$ cat src/rmts_pkg.sv
package rmts_pkg;

  localparam int PID_W = 22;
  localparam int PER_W = 16;
  localparam int UTIL_W = 14;
  localparam int TIME_W = 32;
  localparam int BOUND_W = 14;
  localparam int STAT_W = 3;
  localparam logic [BOUND_W-1:0] BOUND_RESET = 14'd6930;
  localparam logic [UTIL_W-1:0] UTIL_MAX = 14'd16383;
  localparam logic [13:0] UTIL_SCALE = 14'd10000;

  typedef enum logic [1:0] {
    ACT_REGISTER = 2'd0,
    ACT_YIELD = 2'd1,
    ACT_DEREGISTER = 2'd2,
    ACT_TICK = 2'd3
  } action_t;

  typedef enum logic [2:0] {
    ST_OK = 3'd0,
    ST_ADMIT_FAIL = 3'd1,
    ST_FULL = 3'd2,
    ST_UNKNOWN = 3'd3,
    ST_ZERO_PERIOD = 3'd4,
    ST_DUPLICATE = 3'd5
  } status_t;

  typedef enum logic [1:0] {
    MODE_READY = 2'd0,
    MODE_RUNNING = 2'd1,
    MODE_SLEEPING = 2'd2
  } mode_t;

  typedef enum logic [3:0] {
    S_IDLE,
    S_SCAN_ISSUE,
    S_SCAN,
    S_DIV,
    S_REG_DONE,
    S_ACT,
    S_DISP_ISSUE,
    S_DISP,
    S_DISP_RUNRD,
    S_DISP_DECIDE,
    S_PID_RD,
    S_PID_WAIT,
    S_OUT
  } fsm_t;

  typedef struct packed {
    logic [PID_W-1:0] pid;
    logic [PER_W-1:0] period;
    logic [UTIL_W-1:0] util;
    logic [TIME_W-1:0] deadline;
    logic started;
  } entry_t;

endpackage

$ cat src/rmts_div.sv
module rmts_div (
  input  logic clk,
  input  logic rst,
  input  logic start,
  input  logic [29:0] dividend,
  input  logic [15:0] divisor,
  output logic busy,
  output logic [29:0] quotient
);
  import rmts_pkg::*;

  logic [4:0] count;
  logic [16:0] rem;
  logic [29:0] quo;
  logic [16:0] trial;

  assign trial = {rem[15:0], quo[29]} - {1'b0, divisor};
  assign quotient = quo;

  always_ff @(posedge clk) begin
    if (rst) begin
      busy <= 1'b0;
      count <= '0;
    end else if (start) begin
      busy <= 1'b1;
      count <= 5'd29;
      rem <= '0;
      quo <= dividend;
    end else if (busy) begin
      if (!trial[16]) begin
        rem <= trial;
        quo <= {quo[28:0], 1'b1};
      end else begin
        rem <= {rem[15:0], quo[29]};
        quo <= {quo[28:0], 1'b0};
      end
      if (count == '0) begin
        busy <= 1'b0;
      end else begin
        count <= count - 5'd1;
      end
    end
  end

endmodule

$ cat src/rate_monotonic_task_scheduler.sv
// Rate-monotonic task scheduler with a task table held in a synchronous memory.
// Input beats on s_axis carry a command: register, yield, deregister or one time
// tick. Every input beat produces exactly one output beat on m_axis with the
// status, the running task and any switch or preemption that dispatch caused.
// The user writes the admission bound through cfg_we/cfg_data only while the
// block is idle; the block itself does not enforce this. One item is handled at
// a time. A command walks the table one slot per cycle. The result is loaded into
// the output register once that walk ends for a tick or a registration rejected
// before the divide; yield and deregister first read the task's entry. A dispatch
// walks the table again and reads the running task's entry, and a registration
// that passes the slot checks first runs the bit-serial divide of the utilization.
// The next command is accepted in the cycle after its predecessor's result is
// loaded. When the receiver stalls, the held result stays in the output register,
// the next result waits in the block and s_axis_tready stays low until it moves.
// Reset empties the table, clears time and the running task and restores the
// bound to 6930; no clearing pass is needed since per-slot valid and timer bits
// live in flip-flops.
module rate_monotonic_task_scheduler #(
  parameter int MAX_TASKS = 16
) (
  input  logic clk,
  input  logic rst,
  input  logic s_axis_tvalid,
  output logic s_axis_tready,
  // action[1:0], pid[23:2], period[39:24], exec_time[55:40]
  input  logic [55:0] s_axis_tdata,
  output logic m_axis_tvalid,
  input  logic m_axis_tready,
  // status[2:0], deadline_missed[3], run_valid[4], run_pid[26:5], switched[27],
  // preempted_valid[28], preempted_pid[50:29]
  output logic [55:0] m_axis_tdata,
  input  logic cfg_we,
  input  logic [13:0] cfg_data
);
  import rmts_pkg::*;

  localparam int SW = (MAX_TASKS > 1) ? $clog2(MAX_TASKS) : 1;
  localparam int CW = SW + 1;

  fsm_t state, state_next;

  entry_t mem [MAX_TASKS];
  logic [SW-1:0] rd_addr;
  entry_t rd_data;
  logic wr_en;
  logic [SW-1:0] wr_addr;
  entry_t wr_data;

  logic [MAX_TASKS-1:0] slot_valid;
  logic [MAX_TASKS-1:0] timer_armed;
  logic [1:0] mode [MAX_TASKS];

  logic [BOUND_W-1:0] util_bound;
  logic [TIME_W-1:0] now_ticks;
  logic [SW-1:0] running_slot;
  logic running_valid;
  logic [PID_W-1:0] running_pid;

  logic [1:0] act;
  logic [PID_W-1:0] in_pid;
  logic [PER_W-1:0] in_period;
  logic [PER_W-1:0] in_ptime;

  logic [CW-1:0] cnt;
  logic [SW-1:0] cur;
  logic found;
  logic [SW-1:0] found_slot;
  logic free_found;
  logic [SW-1:0] free_slot;
  logic [18:0] util_sum;
  logic woke;
  logic best_v;
  logic [SW-1:0] best;
  logic [PER_W-1:0] best_period;
  logic [PID_W-1:0] best_pid;

  logic [STAT_W-1:0] o_status;
  logic o_missed, o_switched, o_pv;
  logic [PID_W-1:0] o_pp;
  logic [55:0] out_data;

  logic div_start, div_busy;
  logic [29:0] div_q;
  logic [UTIL_W-1:0] new_util;

  rmts_div u_div (
    .clk(clk),
    .rst(rst),
    .start(div_start),
    .dividend(30'(in_ptime) * 30'(UTIL_SCALE)),
    .divisor(in_period),
    .busy(div_busy),
    .quotient(div_q)
  );

  assign new_util = (div_q > 30'(UTIL_MAX)) ? UTIL_MAX : div_q[UTIL_W-1:0];

  always_ff @(posedge clk) begin
    if (wr_en) mem[wr_addr] <= wr_data;
    rd_data <= mem[rd_addr];
  end

  assign s_axis_tready = (state == S_IDLE);

  logic [TIME_W-1:0] adv_deadline;
  logic yield_missed;
  logic reg_go;
  logic admit;
  assign adv_deadline = rd_data.started ?
      rd_data.deadline + TIME_W'(rd_data.period) : now_ticks + TIME_W'(rd_data.period);
  assign yield_missed = rd_data.started && (now_ticks > adv_deadline);
  assign reg_go = (in_period != '0) && !found && free_found;
  assign admit = (util_sum + 19'(new_util)) <= 19'(util_bound);

  always_comb begin
    state_next = state;
    rd_addr = cnt[SW-1:0];
    div_start = 1'b0;
    wr_en = 1'b0;
    wr_addr = found_slot;
    wr_data = '{pid: rd_data.pid, period: rd_data.period, util: rd_data.util,
                deadline: adv_deadline, started: 1'b1};
    unique case (state)
      S_IDLE: if (s_axis_tvalid && s_axis_tready) state_next = S_SCAN_ISSUE;
      S_SCAN_ISSUE: state_next = S_SCAN;
      S_SCAN: if (cnt == CW'(MAX_TASKS)) state_next = S_ACT;
      S_ACT: begin
        rd_addr = found_slot;
        state_next = S_OUT;
        case (act)
          ACT_REGISTER: begin
            if (reg_go) begin
              div_start = 1'b1;
              state_next = S_DIV;
            end
          end
          ACT_TICK: if (woke) state_next = S_DISP_ISSUE;
          default: if (found) state_next = S_PID_RD;
        endcase
      end
      S_PID_RD: begin
        rd_addr = found_slot;
        state_next = S_PID_WAIT;
      end
      S_PID_WAIT: begin
        state_next = S_OUT;
        if (act == ACT_YIELD) begin
          wr_en = 1'b1;
          if (!yield_missed) state_next = S_DISP_ISSUE;
        end else if (running_valid && running_slot == found_slot) begin
          state_next = S_DISP_ISSUE;
        end
      end
      S_DIV: if (!div_busy) state_next = S_REG_DONE;
      S_REG_DONE: begin
        state_next = S_OUT;
        if (admit) begin
          wr_en = 1'b1;
          wr_addr = free_slot;
          wr_data = '{pid: in_pid, period: in_period, util: new_util,
                      deadline: '0, started: 1'b0};
        end
      end
      S_DISP_ISSUE: state_next = S_DISP;
      S_DISP: begin
        if (cnt == CW'(MAX_TASKS)) state_next = S_DISP_RUNRD;
      end
      S_DISP_RUNRD: begin
        rd_addr = running_slot;
        state_next = S_DISP_DECIDE;
      end
      S_DISP_DECIDE: state_next = S_OUT;
      S_OUT: if (!m_axis_tvalid || m_axis_tready) state_next = S_IDLE;
      default: state_next = S_IDLE;
    endcase
  end

  always_ff @(posedge clk) begin
    if (rst) begin
      state <= S_IDLE;
      slot_valid <= '0;
      timer_armed <= '0;
      util_bound <= BOUND_RESET;
      now_ticks <= '0;
      running_slot <= '0;
      running_valid <= 1'b0;
      running_pid <= '0;
      m_axis_tvalid <= 1'b0;
      out_data <= '0;
      cnt <= '0;
    end else begin
      state <= state_next;
      if (cfg_we) util_bound <= cfg_data;
      if (state == S_OUT && (!m_axis_tvalid || m_axis_tready)) begin
        m_axis_tvalid <= 1'b1;
        out_data <= {5'd0, o_pp, o_pv, o_switched,
                     running_valid ? running_pid : {PID_W{1'b0}},
                     running_valid, o_missed, o_status};
      end else if (m_axis_tvalid && m_axis_tready) begin
        m_axis_tvalid <= 1'b0;
      end
      unique case (state)
        S_IDLE: begin
          if (s_axis_tvalid && s_axis_tready) begin
            act <= s_axis_tdata[1:0];
            in_pid <= s_axis_tdata[23:2];
            in_period <= s_axis_tdata[39:24];
            in_ptime <= s_axis_tdata[55:40];
            cnt <= '0;
            found <= 1'b0;
            free_found <= 1'b0;
            util_sum <= '0;
            woke <= 1'b0;
            o_status <= ST_OK;
            o_missed <= 1'b0;
            o_switched <= 1'b0;
            o_pv <= 1'b0;
            o_pp <= '0;
            if (s_axis_tdata[1:0] == ACT_TICK) now_ticks <= now_ticks + 1'b1;
          end
        end
        S_SCAN_ISSUE: begin
          cur <= cnt[SW-1:0];
          cnt <= cnt + 1'b1;
        end
        S_SCAN: begin
          if (slot_valid[cur]) begin
            util_sum <= util_sum + 19'(rd_data.util);
            if (rd_data.pid == in_pid && !found) begin
              found <= 1'b1;
              found_slot <= cur;
            end
            if (act == ACT_TICK && timer_armed[cur] && now_ticks >= rd_data.deadline) begin
              timer_armed[cur] <= 1'b0;
              mode[cur] <= MODE_READY;
              woke <= 1'b1;
            end
          end else if (!free_found) begin
            free_found <= 1'b1;
            free_slot <= cur;
          end
          cur <= cnt[SW-1:0];
          if (cnt != CW'(MAX_TASKS)) cnt <= cnt + 1'b1;
        end
        S_ACT: begin
          case (act)
            ACT_REGISTER: begin
              if (in_period == '0) o_status <= ST_ZERO_PERIOD;
              else if (found) o_status <= ST_DUPLICATE;
              else if (!free_found) o_status <= ST_FULL;
            end
            ACT_TICK: begin
              if (woke) begin
                cnt <= '0;
                best_v <= 1'b0;
              end
            end
            default: begin
              if (!found) o_status <= ST_UNKNOWN;
            end
          endcase
        end
        S_PID_WAIT: begin
          cnt <= '0;
          best_v <= 1'b0;
          if (act == ACT_YIELD) begin
            if (yield_missed) begin
              o_missed <= 1'b1;
            end else begin
              timer_armed[found_slot] <= 1'b1;
              mode[found_slot] <= MODE_SLEEPING;
              running_valid <= 1'b0;
            end
          end else begin
            slot_valid[found_slot] <= 1'b0;
            timer_armed[found_slot] <= 1'b0;
            if (running_valid && running_slot == found_slot) running_valid <= 1'b0;
          end
        end
        S_REG_DONE: begin
          if (!admit) begin
            o_status <= ST_ADMIT_FAIL;
          end else begin
            slot_valid[free_slot] <= 1'b1;
            timer_armed[free_slot] <= 1'b0;
            mode[free_slot] <= MODE_SLEEPING;
          end
        end
        S_DISP_ISSUE: begin
          cur <= cnt[SW-1:0];
          cnt <= cnt + 1'b1;
        end
        S_DISP: begin
          if (slot_valid[cur] && mode[cur] == MODE_READY &&
              (!best_v || rd_data.period < best_period)) begin
            best_v <= 1'b1;
            best <= cur;
            best_period <= rd_data.period;
            best_pid <= rd_data.pid;
          end
          cur <= cnt[SW-1:0];
          if (cnt != CW'(MAX_TASKS)) cnt <= cnt + 1'b1;
        end
        S_DISP_DECIDE: begin
          if (best_v) begin
            if (!running_valid) begin
              mode[best] <= MODE_RUNNING;
              running_slot <= best;
              running_valid <= 1'b1;
              running_pid <= best_pid;
              o_switched <= 1'b1;
            end else if (best_period < rd_data.period) begin
              mode[running_slot] <= MODE_READY;
              o_pv <= 1'b1;
              o_pp <= running_pid;
              mode[best] <= MODE_RUNNING;
              running_slot <= best;
              running_pid <= best_pid;
              o_switched <= 1'b1;
            end
          end
        end
        default: ;
      endcase
    end
  end

  assign m_axis_tdata = out_data;

endmodule
$ cat config.mk
export PLATFORM = sky130hd
export DESIGN_NAME = rate_monotonic_task_scheduler
export DESIGN_NICKNAME = d
export VERILOG_FILES = /design/src/rmts_pkg.sv /design/src/rmts_div.sv /design/src/rate_monotonic_task_scheduler.sv
export SDC_FILE = /design/constraint.sdc
export NUM_CORES = 2
export LEC_CHECK = 0
export ABC_AREA = 1
export ABC_CLOCK_PERIOD_IN_PS = 13800
export BUFFER_PORTS_ARGS = -buffer_cell sky130_fd_sc_hd__buf_2
export CORE_MARGIN = 2
export CORE_UTILIZATION = 50
export CTS_CLUSTER_DIAMETER = 200
export CTS_CLUSTER_SIZE = 10
export DETAILED_ROUTE_END_ITERATION = 12
export GPL_TIMING_DRIVEN = 0
export PLACE_DENSITY_LB_ADDON = 0.08
export SLEW_MARGIN = 30
export SYNTH_ARGS = -nofsm -noshare
export SYNTH_HDL_FRONTEND = slang
export SYNTH_HIERARCHICAL = 1
export SYNTH_SLANG_ARGS = --single-unit
$ cat constraint.sdc
create_clock -name clk -period 13.8 [get_ports clk]
set_clock_uncertainty 0.05 [all_clocks]
set_input_delay 4.14 -clock clk [delete_from_list [all_inputs] [get_ports clk]]
set_output_delay 4.14 -clock clk [all_outputs]
set_load 0.05 [all_outputs]
-- Yosys cells after proc, flatten, opt, wreduce, memory -nomap -nowiden
Memories as Yosys holds them, arrays and structs flattened. A register that Yosys moved wholly into a read port is not among the register bits.
Index checks and enable logic that the tools add are counted.
- register bits after elaboration: 379
- latch bits: 0
- memory bits (writable): 1392
- memories kept: 2
- input port bits: 75
- ROM bits: 0
- memory list (name ; words ; width ; rd ports ; clocked after memory_dff ; wr ports ; line ; text):
    mem ; 16 ; 85 ; 1 ; 1 ; 1 ; rate_monotonic_task_scheduler.sv:42 ; entry_t mem [MAX_TASKS];
    mode ; 16 ; 2 ; 1 ; 1 ; 2 ; rate_monotonic_task_scheduler.sv:51 ; logic [1:0] mode [MAX_TASKS];
- muxes and demuxes: 149
- eq/ne operators: 49
- shift operators: 0
- add/sub/neg operators: 8
- divide/modulo/power cells: 0
- reduce and logical (&&, ||, !) cells: 70
- $mul: 1
- bitwise operators: 17
- $lt $le $gt $ge: 12
- operators with widths (operator ; count):
    85-bit two-way mux ; 2
    22-bit two-way mux ; 7
    16-bit two-way mux ; 9
    4-bit two-way mux ; 18
    1-bit two-way mux ; 65
    32-bit by 16-bit adder with 32-bit output ; 2
    16-bit bitwise AND ; 4
    30-bit two-way mux ; 2
    16-bit inverter ; 3
    16-bit case mux with 3 select lines ; 1
    4-bit case mux with 12 select lines ; 1
    22-bit case mux with 2 select lines ; 1
    2-bit inequality test, second input constant ; 21
    5-bit AND reduction ; 8
    19-bit by 14-bit adder with 19-bit output ; 2
    19-bit two-way mux ; 2
    19-bit case mux with 2 select lines ; 1
    5-bit two-way mux ; 7
    32-bit by 1-bit adder with 32-bit output, second input constant ; 1
    32-bit >= comparator ; 1
    32-bit greater-than comparator ; 1
    16-bit < comparator ; 2
    32-bit two-way mux ; 1
    16-bit bitwise OR ; 2
    other kinds (53) ; 142

-- Logic depth before layout (Yosys ltp)
- depth in word-level cells: 13
- mapped depth: 41

-- By module
The synthesis kept the hierarchy.
- modules (own cells, without submodules) (module ; area each (µm²) ; cells each ; sequential area each (µm²) ; instances):
    rate_monotonic_task_scheduler ; 80080.6 ; 7107 ; 51419.3 ; 1
    rmts_div ; 3419.5 ; 472 ; 1501.4 ; 1

-- Least setup slack after synthesis
No wires, ideal clock.
- path type: in2reg
- start: input port rst
- end: register act[0], enable pin
- slack: 4.613 ns
- arrival: 8.598 ns
- setup time: 0.539 ns
- required time: 13.211 ns
- stages on the path: 4
- cell sequence: clkbuf_1 > clkbuf_1 > clkbuf_1 > nor3_1
- longest elaborated chain between the ends: 2
- ends and longest elaborated chain (element ; line ; text):
    from (decl) ; rate_monotonic_task_scheduler.sv:22 ; input logic rst,
    1-bit inverter (no source line) ; -- ;
    3-bit AND reduction (no source line) ; -- ;
    to (signal assigned) ; rate_monotonic_task_scheduler.sv:205 ; act <= s_axis_tdata[1:0];
    to (decl) ; rate_monotonic_task_scheduler.sv:59 ; logic [1:0] act;
No other way between the ends.
A chain may end at the register's enable or synchronous reset.

==> metrics.txt <==
outcome=finished, final reports clean; pin count of the biggest net entering global routing=26; Synth Area in XOR/XNOR=0.00913; Die ar.=170000 um2; Buf/Inv on CP=8; RSZ-0062 raised after global routing=no; Post-synth EDFFs=1567; Avg Cell Area, Syn=11.0 um2; Crit Path Class=register to register; port bufs=127; CP Launch Type=register; post-synthesis compound-gate area fraction=0.125; FP Rows=149; Routability Congestion=0.974; grt total ovfl=0; synthesized netlist cell count=7579; pre-CTS WS=5610 ps; Hold Buf Count CTS=0; Placeable Area=165000 um2; H-tree depth=4; initial antenna violation count=25; pin slew with the least headroom to its limit=1090 ps; slowest CP cell=clkbuf_1; CTS clk-pin slew, worst paths=60 ps; Iter 0 DRT Violations=8302; post-route DRC violation count=0; post-DR wirelength/cell=27.4 um; Final ANT Viol Nets=0; Area Growth Syn to Fin=15.8%; Avg Vias per Cell=5.89; Crit path arrival time=8990 ps; fin cells=10400; Clock Sinks=1860; post_cts resized=0; cts bufs inserted=203; mux cell area share after synthesis=0.0219; Initial Util=0.505; Die W=413 um; Fill cells=13600; final WL=286000 um; crit-path max FO=10; final setup fails=0; Total Power=18.7 mW; vias in the first global route=58000; gr usage total=0.333; Peak VDD IR=0.213 mV; Post-Place Cells=10000; synth warn=6; Slew headroom=0.270; post-route cell area=96700 um2; dpl cell area=90700 um2; Slew Viols, Final=0; prevailing post-synth register cell=edfxtp_1; layout cell share with drive strength beyond 1=0.104; Achievable Freq=120 MHz; final core occ=0.585; root buf cell=clkbuf_16; simple logic cell fraction of the synthesized area=0.0980; final worst slack=5470 ps; Distinct cells, synth=68; sequential area share after synthesis=0.634; final number of hold-violating endpoints=0; min-delay worst type=register to register; Top cell by count, worst path=nand2_1; IO Count=133; crit-path leading delay family=buffers and inverters; adder-cell share of the synthesized area=0.0440; post-CTS setup buffer count=0; final critical-path share of the clock period=0.604; Leak=36.5 nW; Final min period=8330 ps; first-pass GRT wire length=405000 um; Post-Syn Area=83500 um2; #FFs+latches synth=1860; ys async rst share=0; Nets=8410; CP max stage delay=460 ps; Die H=413 um; Skew-Pair Late Insertion Delay=850 ps; Vias=61400; max-cap violation count=0; DRT Pass-1 Iters=6; clock buffer depth=3; pwr dens=193 nW/um2; largest family of logic cells by synthesized area=compound AO/OA/AOI/OAI gates; CTS tree=yes; dpl hpwl=205000 um; Worst Setup End Kind=register; CP required=14460 ps
-- cell type report --
cell class,count,area (um2),area share
diodes,4,10.0,0.000104
plain buffers,368,1690,0.0175
clock buffers,361,5720,0.0591
clock inverters,10,188,0.00194
inverters,1079,4050,0.0419
multi-input cells,4280,25300,0.262
flip-flops and latches,1860,52900,0.547
well taps,2189,2740,0.0283
repair buffers,273,4040,0.0418
-- path summary, 6_finish.rpt --
check	start	to	slack, ps	cells after the start
setup reg to reg	rd_data[0]	register	5470	37
hold reg to reg	m_axis_tdata[35]	m_axis_tdata[35]	410	2
setup / recovery	rd_data[0]	register	5470	37
hold / removal	m_axis_tdata[35]	m_axis_tdata[35]	410	2
-- layout by cell type, fill, tap and decap left out, drive strengths merged, types with 5 or more instances in the layout --
| cell | Yosys | routed |
|---|---|---|
| xnor2 | 30 | 30 |
| ha | 231 | 231 |
| nor2 | 430 | 430 |
| o211ai | 196 | 196 |
| a21boi | 13 | 13 |
| nand3b | 7 | 7 |
| nand3 | 182 | 182 |
| clkbuf | 209 | 570 |
| nor4 | 27 | 27 |
| a21oi | 510 | 510 |
| mux2i | 170 | 170 |
| o21a | 12 | 12 |
| a211oi | 9 | 9 |
| o221ai | 122 | 122 |
| edfxtp | 1567 | 1567 |
| nor3 | 55 | 55 |
| o311ai | 61 | 61 |
| clkinv | 5 | 9 |
| inv | 1074 | 1080 |
| nand2 | 1155 | 1155 |
| nor3b | 7 | 7 |
| xor2 | 57 | 57 |
| o311a | 12 | 12 |
| buf | 159 | 432 |
| fa | 39 | 39 |
| conb | 1 | 9 |
| a31oi | 8 | 8 |
| or2 | 5 | 5 |
| nand4 | 67 | 67 |
| mux2 | 11 | 11 |
| o22ai | 22 | 22 |
| dfxtp | 293 | 293 |
| o21ai | 805 | 805 |
-- power breakdown --
| group | total [mW] | leakage (nW) | switching, mW | internal (mW) |
|---|---|---|---|---|
| logic | 6.22 | 17.0 | 4.49 | 1.73 |
| clock network | 5.01 | 2.80 | 2.23 | 2.78 |
| registers | 7.42 | 16.7 | 0.376 | 7.05 |
| total | 18.7 | 36.5 | 7.09 | 11.6 |
-- kinds of logic (layout without fill, tap and decap cells) --
logic type,Yosys count,count (layout)
AO/OA/AOI/OAI,1794,1794
XOR/XNOR,87,87
adder cells (fa/ha/maj),270,270
buffers and inverters,1447,2091
flip-flops,1860,1860
multiplexers,181,181
other,1,13
AND/OR/NAND/NOR,1939,1939
-- tightest hold or removal path, stage by stage (launching register included) --
cell     delay (ps)
dfxtp_1         300
nand2_1          60
a21oi_1          50
-- stage by stage --
stage	setup TNS, ps	hold WS [ps]
detailed placement	0	404
global route	0	427
finish	0	410
global placement	-1659350	400
CTS	0	412
floorplan	0	358
-- layer usage --
| metal | GRT usage | routed length (um) |
|---|---|---|
| met1 | 0.459 | 114000 |
| met2 | 0.516 | 128000 |
| met3 | 0.0687 | 31200 |
| met4 | 0.135 | 12600 |
| met5 | 0 | 12 |
-- cell usage after synthesis (5+ instances only) --
| cell type | count | area share |
|---|---|---|
| edfxtp_1 | 1567 | 0.56 |
| nand2_1 | 1134 | 0.051 |
| inv_1 | 1053 | 0.047 |
| o21ai_0 | 777 | 0.047 |
| a21oi_1 | 508 | 0.030 |
| nor2_1 | 406 | 0.018 |
| dfxtp_1 | 293 | 0.070 |
| ha_1 | 231 | 0.035 |
| clkbuf_1 | 207 | 0.0093 |
| o211ai_1 | 196 | 0.018 |
| nand3_1 | 174 | 0.010 |
| mux2i_1 | 170 | 0.020 |
| o221ai_1 | 122 | 0.013 |
| buf_2 | 105 | 0.0063 |
| nand4_1 | 66 | 0.0049 |
| xor2_1 | 57 | 0.0060 |
| nor3_1 | 48 | 0.0029 |
| o311ai_0 | 46 | 0.0048 |
| fa_1 | 39 | 0.0094 |
| xnor2_1 | 30 | 0.0031 |
| buf_4 | 27 | 0.0024 |
| nor4_1 | 26 | 0.0019 |
| o21ai_1 | 26 | 0.0016 |
| buf_1 | 23 | 0.0010 |
| o22ai_1 | 22 | 0.0016 |
| inv_2 | 21 | 0.00094 |
| nand2_2 | 16 | 0.0012 |
| nor2_2 | 15 | 0.0011 |
| o311ai_1 | 15 | 0.0016 |
| o21a_1 | 12 | 0.0011 |
| o311a_1 | 12 | 0.0014 |
| mux2_2 | 11 | 0.0015 |
| a211oi_1 | 9 | 0.00081 |
| nor2_4 | 9 | 0.0012 |
| a21boi_0 | 8 | 0.00072 |
| a31oi_1 | 8 | 0.00060 |
| nand3b_1 | 7 | 0.00063 |
| nor3b_1 | 7 | 0.00063 |
| nor3_2 | 6 | 0.00072 |
| a21boi_1 | 5 | 0.00045 |
| clkinv_1 | 5 | 0.00022 |
| nand2_4 | 5 | 0.00067 |
| nand3_2 | 5 | 0.00060 |
-- sequential cells by signal, indices dropped and copies added (netlist names), 22 cells and up, named ones only --
register,cells
u_div/quotient,30
m_axis_tdata,51
mode,32
now_ticks,32
running_pid,22
rd_data,85
best_pid,22
o_pp,22
mem,1360
in_pid,22
(Power assumes the default switching activity.)
